### src/hdl/rrs_pkg.sv
// package for the round-robin cpu scheduler
// holds commands, stream word layouts and the sequencer state type
// no dependencies
`default_nettype none

package rrs_pkg;

	localparam int TASK_IDX_W = 3;
	localparam int SVC_W      = 16;
	localparam int OUT_TIME_W = 20;
	localparam int QUANTUM_W  = 8;
	localparam int CMD_W      = 2;

	localparam logic [QUANTUM_W-1:0] QUANTUM_RESET = 8'd5;

	localparam logic [CMD_W-1:0] CMD_LOAD     = 2'd0;
	localparam logic [CMD_W-1:0] CMD_DISPATCH = 2'd1;
	localparam logic [CMD_W-1:0] CMD_CLEAR    = 2'd2;

	// input word, lowest bits first: task_index, arrival, burst, zero fill
	typedef struct packed {
		logic [4:0]            fill;
		logic [SVC_W-1:0]      burst;
		logic [SVC_W-1:0]      arrival;
		logic [TASK_IDX_W-1:0] task_index;
	} in_data_t;

	// result word, lowest bits first: run_task, slice_start, slice_end,
	// left_over, response, turnaround, waiting, zero fill
	typedef struct packed {
		logic                  fill;
		logic [OUT_TIME_W-1:0] waiting;
		logic [OUT_TIME_W-1:0] turnaround;
		logic [OUT_TIME_W-1:0] response;
		logic [SVC_W-1:0]      left_over;
		logic [OUT_TIME_W-1:0] slice_end;
		logic [OUT_TIME_W-1:0] slice_start;
		logic [TASK_IDX_W-1:0] run_task;
	} out_data_t;

	// result flags, lowest bit first: idle, finished, all_done
	typedef struct packed {
		logic all_done;
		logic finished;
		logic idle;
	} out_user_t;

	localparam int IN_DATA_W  = $bits(in_data_t);
	localparam int OUT_DATA_W = $bits(out_data_t);
	localparam int OUT_USER_W = $bits(out_user_t);

	typedef enum logic [2:0] {
		ST_IDLE,
		ST_SCAN,
		ST_POP,
		ST_FETCH,
		ST_EXEC,
		ST_STAT,
		ST_SEND
	} state_t;

endpackage

`default_nettype wire

### src/hdl/rrs_ram.sv
// generic single-write, single-read memory with registered read data
// no dependencies
`default_nettype none

module rrs_ram #(
	parameter int WIDTH = 8,
	parameter int DEPTH = 8
) (
	input  wire logic                     clk,
	input  wire logic                     we,
	input  wire logic [$clog2(DEPTH)-1:0] waddr,
	input  wire logic [WIDTH-1:0]         wdata,
	input  wire logic [$clog2(DEPTH)-1:0] raddr,
	output logic      [WIDTH-1:0]         rdata
);

	logic [WIDTH-1:0] mem [DEPTH];

	always_ff @(posedge clk) begin
		if (we) begin
			mem[waddr] <= wdata;
		end
		rdata <= mem[raddr];
	end

endmodule

`default_nettype wire

### src/hdl/round_robin_cpu_scheduler.sv
// round-robin cpu scheduler with a programmable quantum, top level
// depends on rrs_pkg and rrs_ram (task table memory and ready ring memory)
//
// channel   direction  handshake                 payload
// s_axis    in         s_axis_tvalid/tready      tuser cmd, tdata task word
// m_axis    out        m_axis_tvalid/tready      tdata slice word, tuser flags
// cfg       in         cfg_we                    cfg_wdata quantum
//
// load and clear are done while idle; cmd 3 is accepted and dropped
// a dispatch scans, then pops, fetches, executes, builds stats and sends; an idle
// or all_done result is sent from the pop; the scan reads one task table slot a cycle
// reset clears flags, ring pointers and time; table memories hold no reset
// a waiting result does not block loads; a dispatch stalls only to deliver
`default_nettype none

module round_robin_cpu_scheduler #(
	parameter int MAX_TASKS = 8,
	parameter int TIME_BITS = 20
) (
	input  wire logic                           clk,
	input  wire logic                           arst_n,
	input  wire logic                           s_axis_tvalid,
	output logic                                s_axis_tready,
	// task_index, arrival, burst
	input  wire logic [rrs_pkg::IN_DATA_W-1:0]  s_axis_tdata,
	// cmd
	input  wire logic [rrs_pkg::CMD_W-1:0]      s_axis_tuser,
	output logic                                m_axis_tvalid,
	input  wire logic                           m_axis_tready,
	// run_task, slice_start, slice_end, left_over, response, turnaround, waiting
	output logic      [rrs_pkg::OUT_DATA_W-1:0] m_axis_tdata,
	// idle, finished, all_done
	output logic      [rrs_pkg::OUT_USER_W-1:0] m_axis_tuser,
	input  wire logic                           cfg_we,
	input  wire logic [rrs_pkg::QUANTUM_W-1:0]  cfg_wdata
);

	localparam int IDX_W = $clog2(MAX_TASKS);
	localparam int CNT_W = $clog2(MAX_TASKS + 1);
	localparam int DW    = (TIME_BITS > rrs_pkg::SVC_W) ? TIME_BITS : rrs_pkg::SVC_W;
	localparam int SUM_W = DW + 1;

	typedef struct packed {
		logic [TIME_BITS-1:0]          first_start;
		logic [rrs_pkg::SVC_W-1:0]     remaining;
		logic [rrs_pkg::SVC_W-1:0]     burst;
		logic [rrs_pkg::SVC_W-1:0]     arrival;
	} task_word_t;

	localparam int TASK_W = $bits(task_word_t);

	function automatic logic [IDX_W-1:0] next_ptr(input logic [IDX_W-1:0] p);
		logic [IDX_W-1:0] r;
		if (p == IDX_W'(MAX_TASKS - 1)) begin
			r = '0;
		end else begin
			r = p + 1'b1;
		end
		return r;
	endfunction

	function automatic logic [DW-1:0] diff0(input logic [DW-1:0] a, input logic [DW-1:0] b);
		logic [DW-1:0] r;
		if (a >= b) begin
			r = a - b;
		end else begin
			r = '0;
		end
		return r;
	endfunction

	function automatic logic [rrs_pkg::OUT_TIME_W-1:0] out_time(input logic [DW-1:0] x);
		logic [31:0] w;
		w = 32'(x);
		return w[rrs_pkg::OUT_TIME_W-1:0];
	endfunction

	// control state
	rrs_pkg::state_t state_q, state_d;
	logic [CNT_W-1:0]              scan_cnt_q;
	logic [TIME_BITS-1:0]          now_q;
	logic [rrs_pkg::QUANTUM_W-1:0] quantum_q;
	logic [MAX_TASKS-1:0]          valid_q, started_q, queued_q, done_q;
	logic [IDX_W-1:0]              head_q, tail_q;
	logic [CNT_W-1:0]              count_q;
	logic                          out_valid_q;

	// payload registers
	logic [IDX_W-1:0]              scan_idx_s1;
	logic [IDX_W-1:0]              run_idx_s1;
	logic [TIME_BITS-1:0]          start_s2;
	logic [rrs_pkg::SVC_W-1:0]     rem_s2, arr_s2, burst_s2;
	logic [TIME_BITS-1:0]          fs_s2;
	logic                          fin_s2;
	logic [DW-1:0]                 tat_s3, resp_s3;
	rrs_pkg::out_data_t            out_q;
	rrs_pkg::out_user_t            out_user_q;

	// memory ports
	logic                          task_we;
	logic [IDX_W-1:0]              task_wa, task_ra;
	task_word_t                    task_wd, task_rd;
	logic                          ring_we;
	logic [IDX_W-1:0]              ring_wa, ring_ra, ring_rd;
	logic [IDX_W-1:0]              ring_wd;

	rrs_ram #(.WIDTH(TASK_W), .DEPTH(MAX_TASKS)) u_task_ram (
		.clk   (clk),
		.we    (task_we),
		.waddr (task_wa),
		.wdata (task_wd),
		.raddr (task_ra),
		.rdata (task_rd)
	);

	rrs_ram #(.WIDTH(IDX_W), .DEPTH(MAX_TASKS)) u_ring_ram (
		.clk   (clk),
		.we    (ring_we),
		.waddr (ring_wa),
		.wdata (ring_wd),
		.raddr (ring_ra),
		.rdata (ring_rd)
	);

	rrs_pkg::in_data_t in_d;
	assign in_d = rrs_pkg::in_data_t'(s_axis_tdata);

	logic                          in_acc;
	logic                          load_ok;
	logic [IDX_W-1:0]              load_idx;
	logic                          pending;
	logic                          out_free;
	logic                          scan_eval;
	logic                          scan_push;
	logic [rrs_pkg::QUANTUM_W-1:0] q_eff;
	logic [rrs_pkg::SVC_W-1:0]     run_len, rem_new;
	logic [SUM_W-1:0]              now_sum;
	logic [TIME_BITS-1:0]          now_run, now_tick;
	logic [TIME_BITS-1:0]          fs_new;
	logic                          res_load;
	rrs_pkg::out_data_t            res_d;
	rrs_pkg::out_user_t            res_user_d;

	assign in_acc    = s_axis_tvalid && s_axis_tready;
	assign load_ok   = 32'(in_d.task_index) < MAX_TASKS;
	assign load_idx  = IDX_W'(in_d.task_index);
	assign pending   = |(valid_q & ~done_q);
	assign out_free  = !out_valid_q || m_axis_tready;
	assign scan_eval = (state_q == rrs_pkg::ST_SCAN) && (scan_cnt_q != '0);
	assign scan_push = scan_eval && valid_q[scan_idx_s1] && !done_q[scan_idx_s1] &&
		!queued_q[scan_idx_s1] && (DW'(task_rd.arrival) <= DW'(now_q)) &&
		(task_rd.remaining != '0) && (count_q < CNT_W'(MAX_TASKS));

	// slice arithmetic on the fetched task word
	assign q_eff   = (quantum_q == '0) ? rrs_pkg::QUANTUM_W'(1) : quantum_q;
	assign run_len = (task_rd.remaining < rrs_pkg::SVC_W'(q_eff)) ?
		task_rd.remaining : rrs_pkg::SVC_W'(q_eff);
	assign rem_new = task_rd.remaining - run_len;
	assign now_sum = SUM_W'(now_q) + SUM_W'(run_len);
	assign now_run = (now_sum[SUM_W-1:TIME_BITS] != '0) ? '1 : now_sum[TIME_BITS-1:0];
	assign now_tick = (now_q == '1) ? now_q : now_q + 1'b1;
	assign fs_new  = started_q[run_idx_s1] ? task_rd.first_start : now_q;

	// next state
	always_comb begin
		state_d = state_q;
		case (state_q)
			rrs_pkg::ST_IDLE: begin
				if (in_acc && s_axis_tuser == rrs_pkg::CMD_DISPATCH) begin
					state_d = rrs_pkg::ST_SCAN;
				end
			end
			rrs_pkg::ST_SCAN: begin
				if (scan_cnt_q == CNT_W'(MAX_TASKS)) begin
					state_d = rrs_pkg::ST_POP;
				end
			end
			rrs_pkg::ST_POP: begin
				if (!pending || count_q == '0) begin
					if (out_free) begin
						state_d = rrs_pkg::ST_IDLE;
					end
				end else begin
					state_d = rrs_pkg::ST_FETCH;
				end
			end
			rrs_pkg::ST_FETCH: state_d = rrs_pkg::ST_EXEC;
			rrs_pkg::ST_EXEC:  state_d = rrs_pkg::ST_STAT;
			rrs_pkg::ST_STAT:  state_d = rrs_pkg::ST_SEND;
			rrs_pkg::ST_SEND: begin
				if (out_free) begin
					state_d = rrs_pkg::ST_IDLE;
				end
			end
			default: state_d = rrs_pkg::ST_IDLE;
		endcase
	end

	// memory strobes and result word
	always_comb begin
		s_axis_tready = 1'b0;
		task_we    = 1'b0;
		task_wa    = load_idx;
		task_wd    = '{first_start: '0, remaining: in_d.burst, burst: in_d.burst,
			arrival: in_d.arrival};
		task_ra    = scan_cnt_q[IDX_W-1:0];
		ring_we    = 1'b0;
		ring_wa    = tail_q;
		ring_wd    = scan_idx_s1;
		ring_ra    = head_q;
		res_load   = 1'b0;
		res_d      = '0;
		res_user_d = '0;
		case (state_q)
			rrs_pkg::ST_IDLE: begin
				s_axis_tready = 1'b1;
				task_we = in_acc && s_axis_tuser == rrs_pkg::CMD_LOAD && load_ok;
			end
			rrs_pkg::ST_SCAN: begin
				ring_we = scan_push;
			end
			rrs_pkg::ST_POP: begin
				res_d.slice_start = out_time(DW'(now_q));
				if (!pending) begin
					res_load = out_free;
					res_d.slice_end = out_time(DW'(now_q));
					res_user_d.all_done = 1'b1;
				end else if (count_q == '0) begin
					res_load = out_free;
					res_d.slice_end = out_time(DW'(now_tick));
					res_user_d.idle = 1'b1;
				end
			end
			rrs_pkg::ST_FETCH: begin
				task_ra = ring_rd;
			end
			rrs_pkg::ST_EXEC: begin
				task_we = 1'b1;
				task_wa = run_idx_s1;
				task_wd = '{first_start: fs_new, remaining: rem_new,
					burst: task_rd.burst, arrival: task_rd.arrival};
				ring_we = (rem_new != '0);
				ring_wd = run_idx_s1;
			end
			rrs_pkg::ST_STAT: begin
			end
			rrs_pkg::ST_SEND: begin
				res_load = out_free;
				res_d.run_task    = rrs_pkg::TASK_IDX_W'(run_idx_s1);
				res_d.slice_start = out_time(DW'(start_s2));
				res_d.slice_end   = out_time(DW'(now_q));
				res_d.left_over   = rem_s2;
				res_user_d.finished = fin_s2;
				if (fin_s2) begin
					res_d.response   = out_time(resp_s3);
					res_d.turnaround = out_time(tat_s3);
					res_d.waiting    = out_time(diff0(tat_s3, DW'(burst_s2)));
				end
			end
			default: begin
			end
		endcase
	end

	// control registers
	always_ff @(posedge clk or negedge arst_n) begin
		if (!arst_n) begin
			state_q     <= rrs_pkg::ST_IDLE;
			scan_cnt_q  <= '0;
			now_q       <= '0;
			quantum_q   <= rrs_pkg::QUANTUM_RESET;
			valid_q     <= '0;
			started_q   <= '0;
			queued_q    <= '0;
			done_q      <= '0;
			head_q      <= '0;
			tail_q      <= '0;
			count_q     <= '0;
			out_valid_q <= 1'b0;
		end else begin
			state_q <= state_d;
			if (cfg_we) begin
				quantum_q <= cfg_wdata;
			end
			if (res_load) begin
				out_valid_q <= 1'b1;
			end else if (m_axis_tready) begin
				out_valid_q <= 1'b0;
			end
			case (state_q)
				rrs_pkg::ST_IDLE: begin
					scan_cnt_q <= '0;
					if (in_acc && s_axis_tuser == rrs_pkg::CMD_LOAD && load_ok) begin
						valid_q[load_idx]   <= 1'b1;
						started_q[load_idx] <= 1'b0;
						done_q[load_idx]    <= (in_d.burst == '0);
					end
					if (in_acc && s_axis_tuser == rrs_pkg::CMD_CLEAR) begin
						valid_q   <= '0;
						started_q <= '0;
						queued_q  <= '0;
						done_q    <= '0;
						head_q    <= '0;
						tail_q    <= '0;
						count_q   <= '0;
						now_q     <= '0;
					end
				end
				rrs_pkg::ST_SCAN: begin
					scan_cnt_q <= scan_cnt_q + 1'b1;
					if (scan_push) begin
						queued_q[scan_idx_s1] <= 1'b1;
						tail_q  <= next_ptr(tail_q);
						count_q <= count_q + 1'b1;
					end
				end
				rrs_pkg::ST_POP: begin
					if (pending && count_q == '0 && out_free) begin
						now_q <= now_tick;
					end else if (pending && count_q != '0) begin
						head_q  <= next_ptr(head_q);
						count_q <= count_q - 1'b1;
					end
				end
				rrs_pkg::ST_FETCH: begin
					queued_q[ring_rd] <= 1'b0;
				end
				rrs_pkg::ST_EXEC: begin
					now_q <= now_run;
					started_q[run_idx_s1] <= 1'b1;
					if (rem_new == '0) begin
						done_q[run_idx_s1] <= 1'b1;
					end else begin
						queued_q[run_idx_s1] <= 1'b1;
						tail_q  <= next_ptr(tail_q);
						count_q <= count_q + 1'b1;
					end
				end
				default: begin
				end
			endcase
		end
	end

	// payload registers
	always_ff @(posedge clk) begin
		scan_idx_s1 <= scan_cnt_q[IDX_W-1:0];
		if (state_q == rrs_pkg::ST_FETCH) begin
			run_idx_s1 <= ring_rd;
		end
		if (state_q == rrs_pkg::ST_EXEC) begin
			start_s2 <= now_q;
			rem_s2   <= rem_new;
			arr_s2   <= task_rd.arrival;
			burst_s2 <= task_rd.burst;
			fs_s2    <= fs_new;
			fin_s2   <= (rem_new == '0);
		end
		if (state_q == rrs_pkg::ST_STAT) begin
			tat_s3  <= diff0(DW'(now_q), DW'(arr_s2));
			resp_s3 <= diff0(DW'(fs_s2), DW'(arr_s2));
		end
		if (res_load) begin
			out_q      <= res_d;
			out_user_q <= res_user_d;
		end
	end

	assign m_axis_tvalid = out_valid_q;
	assign m_axis_tdata  = out_q;
	assign m_axis_tuser  = out_user_q;

endmodule

`default_nettype wire

### config.mk
export PLATFORM = sky130hd
export DESIGN_NAME = round_robin_cpu_scheduler
export DESIGN_NICKNAME = d
export VERILOG_FILES = /design/src/hdl/rrs_pkg.sv /design/src/hdl/rrs_ram.sv /design/src/hdl/round_robin_cpu_scheduler.sv
export SDC_FILE = /design/constraint.sdc
export NUM_CORES = 1
export LEC_CHECK = 0
export ABC_AREA = 1
export BUFFER_PORTS_ARGS = -buffer_cell sky130_fd_sc_hd__buf_4
export CAP_MARGIN = 5
export CORE_ASPECT_RATIO = 0.7
export CORE_MARGIN = 1
export CORE_UTILIZATION = 40
export DETAILED_ROUTE_END_ITERATION = 10
export MAX_ROUTING_LAYER = met4
export PLACE_DENSITY = 0.68
export SLEW_MARGIN = 15
export SYNTH_ARGS = -nofsm -noshare
export SYNTH_HDL_FRONTEND = slang
export SYNTH_SLANG_ARGS = --single-unit
### constraint.sdc
create_clock -name clk -period 9.7 [get_ports clk]
set_input_delay 0.97 -clock clk [delete_from_list [all_inputs] [get_ports clk]]
set_output_delay 0.97 -clock clk [all_outputs]
set_load 0.03 [all_outputs]
==> results of run 1 <==
[layer usage]
layer  track usage, %  wire length [µm]  share of wire [%]  vias up
met4             6.10              3100                2.6        0
met2             31.6             52100                 44     1364
met3             3.15             10400                8.7      188
met5                -                 0                  0        -
li1                 -                 -                  -    14892
met1             31.8             54000                 45    15082
[kinds of logic after synthesis]
group	after synthesis	share of synthesized area, %
simple gates	1610	15.0
flops	974	64.2
compound gates	895	11.3
buf+inv	574	5.26
fa+ha+maj	110	3.24
xor+xnor	53	1.06
other cells	1	0.00856
mux	1	0.0257
[layout by cell type (no fill, tap or decap), types with 12 or more instances in the layout]
cell type  netlist  routed
a21oi_1        163     163
a22oi_1         14      14
a31oi_1         72      72
buf_4           14     209
clkbuf_1        88      19
clkbuf_16        0      97
clkinv_1         2      12
clkinv_2         0      25
dfrtp_1         76      76
dfxtp_1         74      74
edfxtp_1       822     822
ha_1           104     104
inv_1          380     379
inv_2           20      17
nand2_1        599     599
nand3_1        115     115
nand4_1         43      43
nor2_1         753     745
nor2_4           5      13
nor3_1          37      36
nor4_1          13      13
o211ai_1        19      19
o21ai_0        438     438
o21ai_1         52      52
o21bai_1        13      13
o22ai_1         82      82
xnor2_1         19      19
xor2_1          34      34
[cells in the mapped netlist, types with 6 or more instances]
| cell | n | area, µm² |
|---|---|---|
| xor2_1 | 34 | 298 |
| buf_4 | 14 | 105 |
| o21bai_1 | 13 | 97.6 |
| a22oi_1 | 14 | 105 |
| o22ai_1 | 82 | 513 |
| xnor2_1 | 19 | 166 |
| nand3_1 | 115 | 576 |
| dfrtp_1 | 76 | 1900 |
| nor3_1 | 37 | 185 |
| buf_1 | 6 | 22.5 |
| o211ai_1 | 19 | 143 |
| nor4_1 | 13 | 81.3 |
| edfxtp_1 | 822 | 24700 |
| nor2_1 | 753 | 2830 |
| a21o_1 | 6 | 45.0 |
| buf_2 | 58 | 290 |
| a31oi_1 | 72 | 450 |
| nand2_1 | 599 | 2250 |
| dfxtp_1 | 74 | 1480 |
| ha_1 | 104 | 1300 |
| a21boi_0 | 6 | 45.0 |
| nand3b_1 | 9 | 67.6 |
| inv_2 | 20 | 75.1 |
| or2_2 | 11 | 68.8 |
| o21a_1 | 6 | 45.0 |
| inv_1 | 380 | 1430 |
| nand4_1 | 43 | 269 |
| nand2_2 | 9 | 56.3 |
| clkbuf_1 | 88 | 330 |
| fa_1 | 6 | 120 |
| nor2_2 | 6 | 37.5 |
| o21ai_1 | 52 | 260 |
| o21ai_0 | 438 | 2190 |
| a21oi_1 | 163 | 816 |
[power by group]
part           leakage (nW)  switching [W]  total [W]  internal [W]
clock                  1.57        0.00161    0.00378       0.00217
combinational          8.65        0.00413    0.00584       0.00171
sequential             9.09       0.000566    0.00613       0.00557
[worst min path at each step]
stage	to	cells past startpoint
after floorplan	arr_s2[0]$_DFFE_PP_	0
after global placement	burst_s2[7]$_DFFE_PP_	0
after detailed placement	burst_s2[0]$_DFFE_PP_	0
after CTS	m_axis_tvalid$_DFFE_PN0P_	1
after global routing	m_axis_tvalid$_DFFE_PN0P_	1
final	m_axis_tvalid$_DFFE_PN0P_	1
[flip-flops by register name, summed over array words and instances (netlist names), 20 cells and up]
signal,flops
now_q,20
resp_s3,20
u_ring_ram.mem,24
fs_s2,20
u_task_ram.rdata,68
start_s2,20
u_task_ram.mem,544
m_axis_tdata,119
tat_s3,20
[through the flow]
stage | instances | total power (W) | utilization [%]
after floorplan | 4226 | 0.0101 | -
after global placement | 5707 | 0.0118 | 42.9
after detailed placement | 5707 | 0.0119 | 42.9
after CTS | 5887 | 0.0157 | 45.9
after global routing | 5888 | 0.0166 | 45.9
final | 5888 | 0.0158 | 45.9
[critical path, stage by stage (launching register included)]
cell	delay, ps
dfrtp_1	460
nor2_2	190
inv_1	120
nor2_4	80
buf_4	720
clkinv_2	800
nor2_1	400
inv_1	80
o21ai_1	470
inv_1	380
nor2_4	890
buf_4	860
[area by class of cell]
class,count,area [µm²],share of cell area (%)
clock buffer,120,2550,5.13
clock inverter,60,651,1.31
inverter,402,1530,3.06
multi-input combinational,2678,13500,27.1
sequential,974,28100,56.5
tap,1442,1800,3.62
timing repair buffer,212,1640,3.29
==> metrics.md, run 1 <==
| Metric | Value |
|---|---|
| Vias | 31526 |
| Setup_tns | 0 ps |
| Final wirelength | 120 mm |
| Final worst setup slack | 3790 ps |
| Synth Area per Inst | 10.4 µm² |
| Final Hold Viols | 0 |
| Antenna viol nets, final | 0 |
| DP Area | 46600 µm² |
| N_diodes | 0 |
| Crit start category | register |
| Residual DRC | 0 |
| Peak supply drop | 0.183 mV |
| GP Congestion | around 0.95 |
| IO buf count | 173 |
| WP data arrival | 6190 ps |
| Async SR Flop Fraction | 8.01% |
| HPWL Detailed | 76.8 mm |
| WS Path Type | register to register |
| Largest net degree at the start of global routing | 192 |
| Layout fillers | 9899 |
| Reg clk slew, reported paths | around 70 ps |
| RSZ-0062 raised after global routing | false |
| Slew Limit Headroom | 20.6% |
| Synth Cell Area | between 40000 and 50000 µm² |
| Avg WL per Cell | slightly above 20 µm |
| CTS tree | built |
| Crit end category | register |
| Nets@finish | around 4500 |
| Synth-to-Final Area Change | 13.6% |
| Total grt overflow | 0 |
| Hold-fix buffers, CTS | 0 |
| Path depth of the worst reg2reg path | 11 |
| Row count | 101 |
| Seq cells post-synth | around 970 |
| IO Pins | 180 |
| Worst-margin pin slew | 1180 ps |
| Resize count post-CTS | 0 |
| First-pass detailed-route iteration total | 6 |
| Core ar. | 109000 µm² |
| Worst R2R End | u_task_ram.mem[6][12]$_DFFE_PP_ |
| Max Fclk | 169 MHz |
| Initial antenna violation count | 2 |
| Postcts setup bufs | 0 |
| Hold crit path type | input pin to asynchronous set/reset pin |
| Largest fanout on the critical path | 70 |
| Layout cells sized above 1 | 9.85% |
| R2R setup slack | 3790 ps |
| Post-Syn Instances | 4218 |
| Sequential fraction of the synthesis area | between 60% and 70% |
| Outcome | complete, no violations |
| CTS Sinks | 974 |
| Slew Limit Fails | 0 |
| EDFF count, synth | 822 |
| Post-DR vias/cell | 5.35 |
| Fin crit share | 60.9% |
| DIE HEIGHT | around 280 µm |
| Initial Utilization | 40.4% |
| Worst-Skew Late Latency | 670 ps |
| P per Cell Area | around 320 nW/µm² |
| Critical path required time | roughly 10000 ps |
| Number of global-route vias before repair | 29150 |
| Drt initial violations | 3265 |
| Clock Path Buffers | 3 |
| Root Driver | clkbuf_16 |
| Setup crit end | u_task_ram.mem[6][12]$_DFFE_PP_ |
| All-Layer GR Usage | a little over a fifth |
| Max cap viols | 0 |
| Reg-to-reg startpoint | state_q[1]$_DFFE_PN0P_ |
| Worst Setup SP | state_q[1]$_DFFE_PN0P_ |
| Clk_skew | roughly 37 ps |
| H-tree depth | 3 |
| Final setup vio count | 0 |
| Fin crit period | 5910 ps |
| Chip width | about 400 µm |
| Design area | 49800 µm² |
| CTS buffer count | 95 |
| Worst hold slack | 151 ps |
| Pre-CTS setup slack | 3790 ps |
| Yosys warnings | 0 |
| Ys flop type | edfxtp_1 |
| Total die area | 111000 µm² |
| Static Leak | 19.3 nW |
| First-pass GRT wire length | 179 mm |
| Distinct cells, synth | 62 |
Note: power is estimated with default switching activity, not from simulation.
==> run 2, diff against run 1 <==
clock period = 5.7 ns   (was 9.7 ns; I/O delays follow)
==> run 2 against run 1 <==
Against the previous run:
- cell area rose by 0.40%
- count of clock-buffer cells in the layout rose by 8
- sequential share of layout area fell by 0.22 points
- wire length rose by 0.18%
- first-iteration DRC count rose by 8.6%
- die area did not move
- clock power rose by 72%
- critical path depth rose by 14
- critical path type unchanged
- largest cell class unchanged
- largest power group unchanged
==> metrics.md, run 2 (synthesis results as in run 1) <==
| Metric | Value |
|---|---|
| Worst R2R End | u_ring_ram.mem[5][1]$_DFFE_PP_ |
| Worst-margin pin slew | 1180 ps |
| Postcts setup bufs | 0 |
| Final Hold Viols | 0 |
| Final setup vio count | 0 |
| Commonest non-fill, non-tap cell in the layout | edfxtp_1 |
| Path depth of the worst reg2reg path | 25 |
| Final worst setup slack | 706 ps |
| Antenna viol nets, final | 0 |
| First-pass detailed-route iteration total | 6 |
| Slew Limit Fails | 0 |
| Buf/Inv on CP | 2 |
| Reg-to-reg startpoint | quantum_q[6]$_DFFE_PN0P_ |
| R2R setup slack | 710 ps |
| Synth-to-Final Area Change | 14.1% |
| Nets@finish | between 4000 and 5000 |
| First-pass GRT wire length | 180 mm |
| Placed Cells incl. Taps | between 5000 and 6000 |
| Critical path required time | ~6000 ps |
| Hold Path Cell Cnt | 3 |
| Non-Filler Instances | 5889 |
| Total die area | 111000 µm² |
| Top layer in use | met4 |
| WS Path Type | register to register |
| Crit start category | register |
| Worst hold start | cfg_wdata[3] |
| Static Leak | 19.4 nW |
| HPWL Detailed | 77.1 mm |
| Max Fclk | ~200 MHz |
| Post-DR vias/cell | between 5 and 6 |
| Max reg flops | 544 |
| CTS tree | built |
| Crit end category | register |
| Wire length on met2 | 51.9 mm |
| Critical Path Most Common Cell | nand2_1 |
| RSZ-0062 raised after global routing | false |
| Setup_tns | 0 ps |
| All-Layer GR Usage | around 22% |
| Metal-1 WL | 54.2 mm |
| Clock Path Buffers | 3 |
| Hold crit path type | input pin to register |
| Outcome | complete, no violations |
| CTS buffer count | 95 |
| Worst-Skew Late Latency | approximately 670 ps |
| Most frequent cells in the layout | edfxtp_1, nor2_1, nand2_1 |
| Initial antenna violation count | 6 |
| Drt initial violations | 3545 |
| DIE HEIGHT | 279 µm |
| Most flops, register | u_task_ram.mem |
| Reg clk slew, reported paths | approximately 70 ps |
| Worst path top cell family by delay | simple AND/OR/NAND/NOR gates |
| Root Driver | clkbuf_16 |
| WP data arrival | 5340 ps |
| Chip width | 398 µm |
| GP Congestion | 0.978 |
| Fin crit period | 4990 ps |
| Met3 WL post-DR | 10.3 mm |
| Final wirelength | 120 mm |
| Hold Path End | quantum_q[3]$_DFFE_PN0P_ |
| Largest fanout on the critical path | 9 |
| Largest net degree at the start of global routing | 204 |
| Resize count post-CTS | 0 |
| Number of global-route vias before repair | 29651 |
| H-tree depth | 3 |
| Peak supply drop | 0.473 mV |
| Avg WL per Cell | slightly above 20 µm |
| Residual DRC | 0 |
| Layout cells sized above 1 | under 10% |
| P per Cell Area | 538 nW/µm² |
| CP max-delay cell | o21ai_0 |
| IO buf count | 173 |
| Fin crit share | 87.6% |
| Total grt overflow | 0 |
| Max cap viols | 0 |
| Row count | 101 |
| Initial Utilization | 40.4% |
| CTS Sinks | 974 |
| CP peak stage delay | approximately 620 ps |
| Vias | about 31000 |
| IO Pins | 180 |
| Core ar. | 109000 µm² |
| Slew Limit Headroom | 21.1% |
| Clk_skew | just over 20 ps |
| Pre-CTS setup slack | 738 ps |
## run 2: changes by cell type in the layout (fill, tap and decap cells not counted), sizes merged
cell,previous run,this run
clkinv,44,33
bufinv,11,10
dlygate4sd3,0,1
clkinvlp,4,5
diode,0,2
clkbuf,120,128
inv,403,404
## run 2: per-stage QoR
| stage | hold WS, ps | area (µm²) | util [%] | total power (W) |
|---|---|---|---|---|
| final | 197 | 50000 | 46.1 | 0.0269 |
| after global routing | 192 | 50000 | 46.1 | 0.0285 |
| after CTS | 161 | 50000 | 46.1 | 0.0268 |
| after detailed placement | 423 | 46700 | 43.0 | 0.0203 |
| after global placement | 416 | 46700 | 43.0 | 0.0202 |
| after floorplan | 274 | 43900 | - | 0.0171 |
## run 2: tightest hold or removal path: cells and delay by family
family          cells  cell delay, ps
compound gates      1              60
buf+inv             1             130
simple gates        1              70
## run 2: worst max-delay path by stage
stage / start / slack [ps] / cells after the start / to
3_3_place_gp: quantum_q[3]$_DFFE_PN0P_ / 850 / 25 / u_ring_ram.mem[5][0]$_DFFE_PP_
6_report: quantum_q[6]$_DFFE_PN0P_ / 710 / 25 / u_ring_ram.mem[5][1]$_DFFE_PP_
4_1_cts: quantum_q[3]$_DFFE_PN0P_ / 710 / 25 / u_ring_ram.mem[5][1]$_DFFE_PP_
2_1_floorplan: s_axis_tvalid / 830 / 7 / u_task_ram.mem[0][0]$_DFFE_PP_
5_1_grt: quantum_q[3]$_DFFE_PN0P_ / 290 / 23 / u_ring_ram.mem[3][1]$_DFFE_PP_
3_5_place_dp: quantum_q[3]$_DFFE_PN0P_ / 740 / 25 / u_ring_ram.mem[5][0]$_DFFE_PP_
## run 2: where the power goes
group / total, W / internal (W) / switching, W
Sequential: 0.0105 / 0.00947 / 0.00101
Clock: 0.00651 / 0.00378 / 0.00272
Combinational: 0.00992 / 0.00291 / 0.00701
Total: 0.0269 / 0.0162 / 0.0107
## run 2: area by class of cell
type / count / area, µm²
fill: 9876 / 58500
sequential: 974 / 28100
multi-input combinational: 2678 / 13500
clock buffer: 128 / 2680
tap: 1442 / 1800
timing repair buffer: 213 / 1760
inverter: 402 / 1530
clock inverter: 50 / 586
antenna: 2 / 5.00
## run 2: per-layer routing
metal	up-vias	GRT usage [%]
met2	1296	31.9
met4	0	6.59
li1	14917	-
met1	15043	30.7
met3	206	4.69
met5	-	-
## run 2: timing repair
item / 4_1_cts / 5_1_grt
hold endpoints to repair: 28 / 0
setup endpoints to repair: 0 / 0
hold buffers: 1 / 0
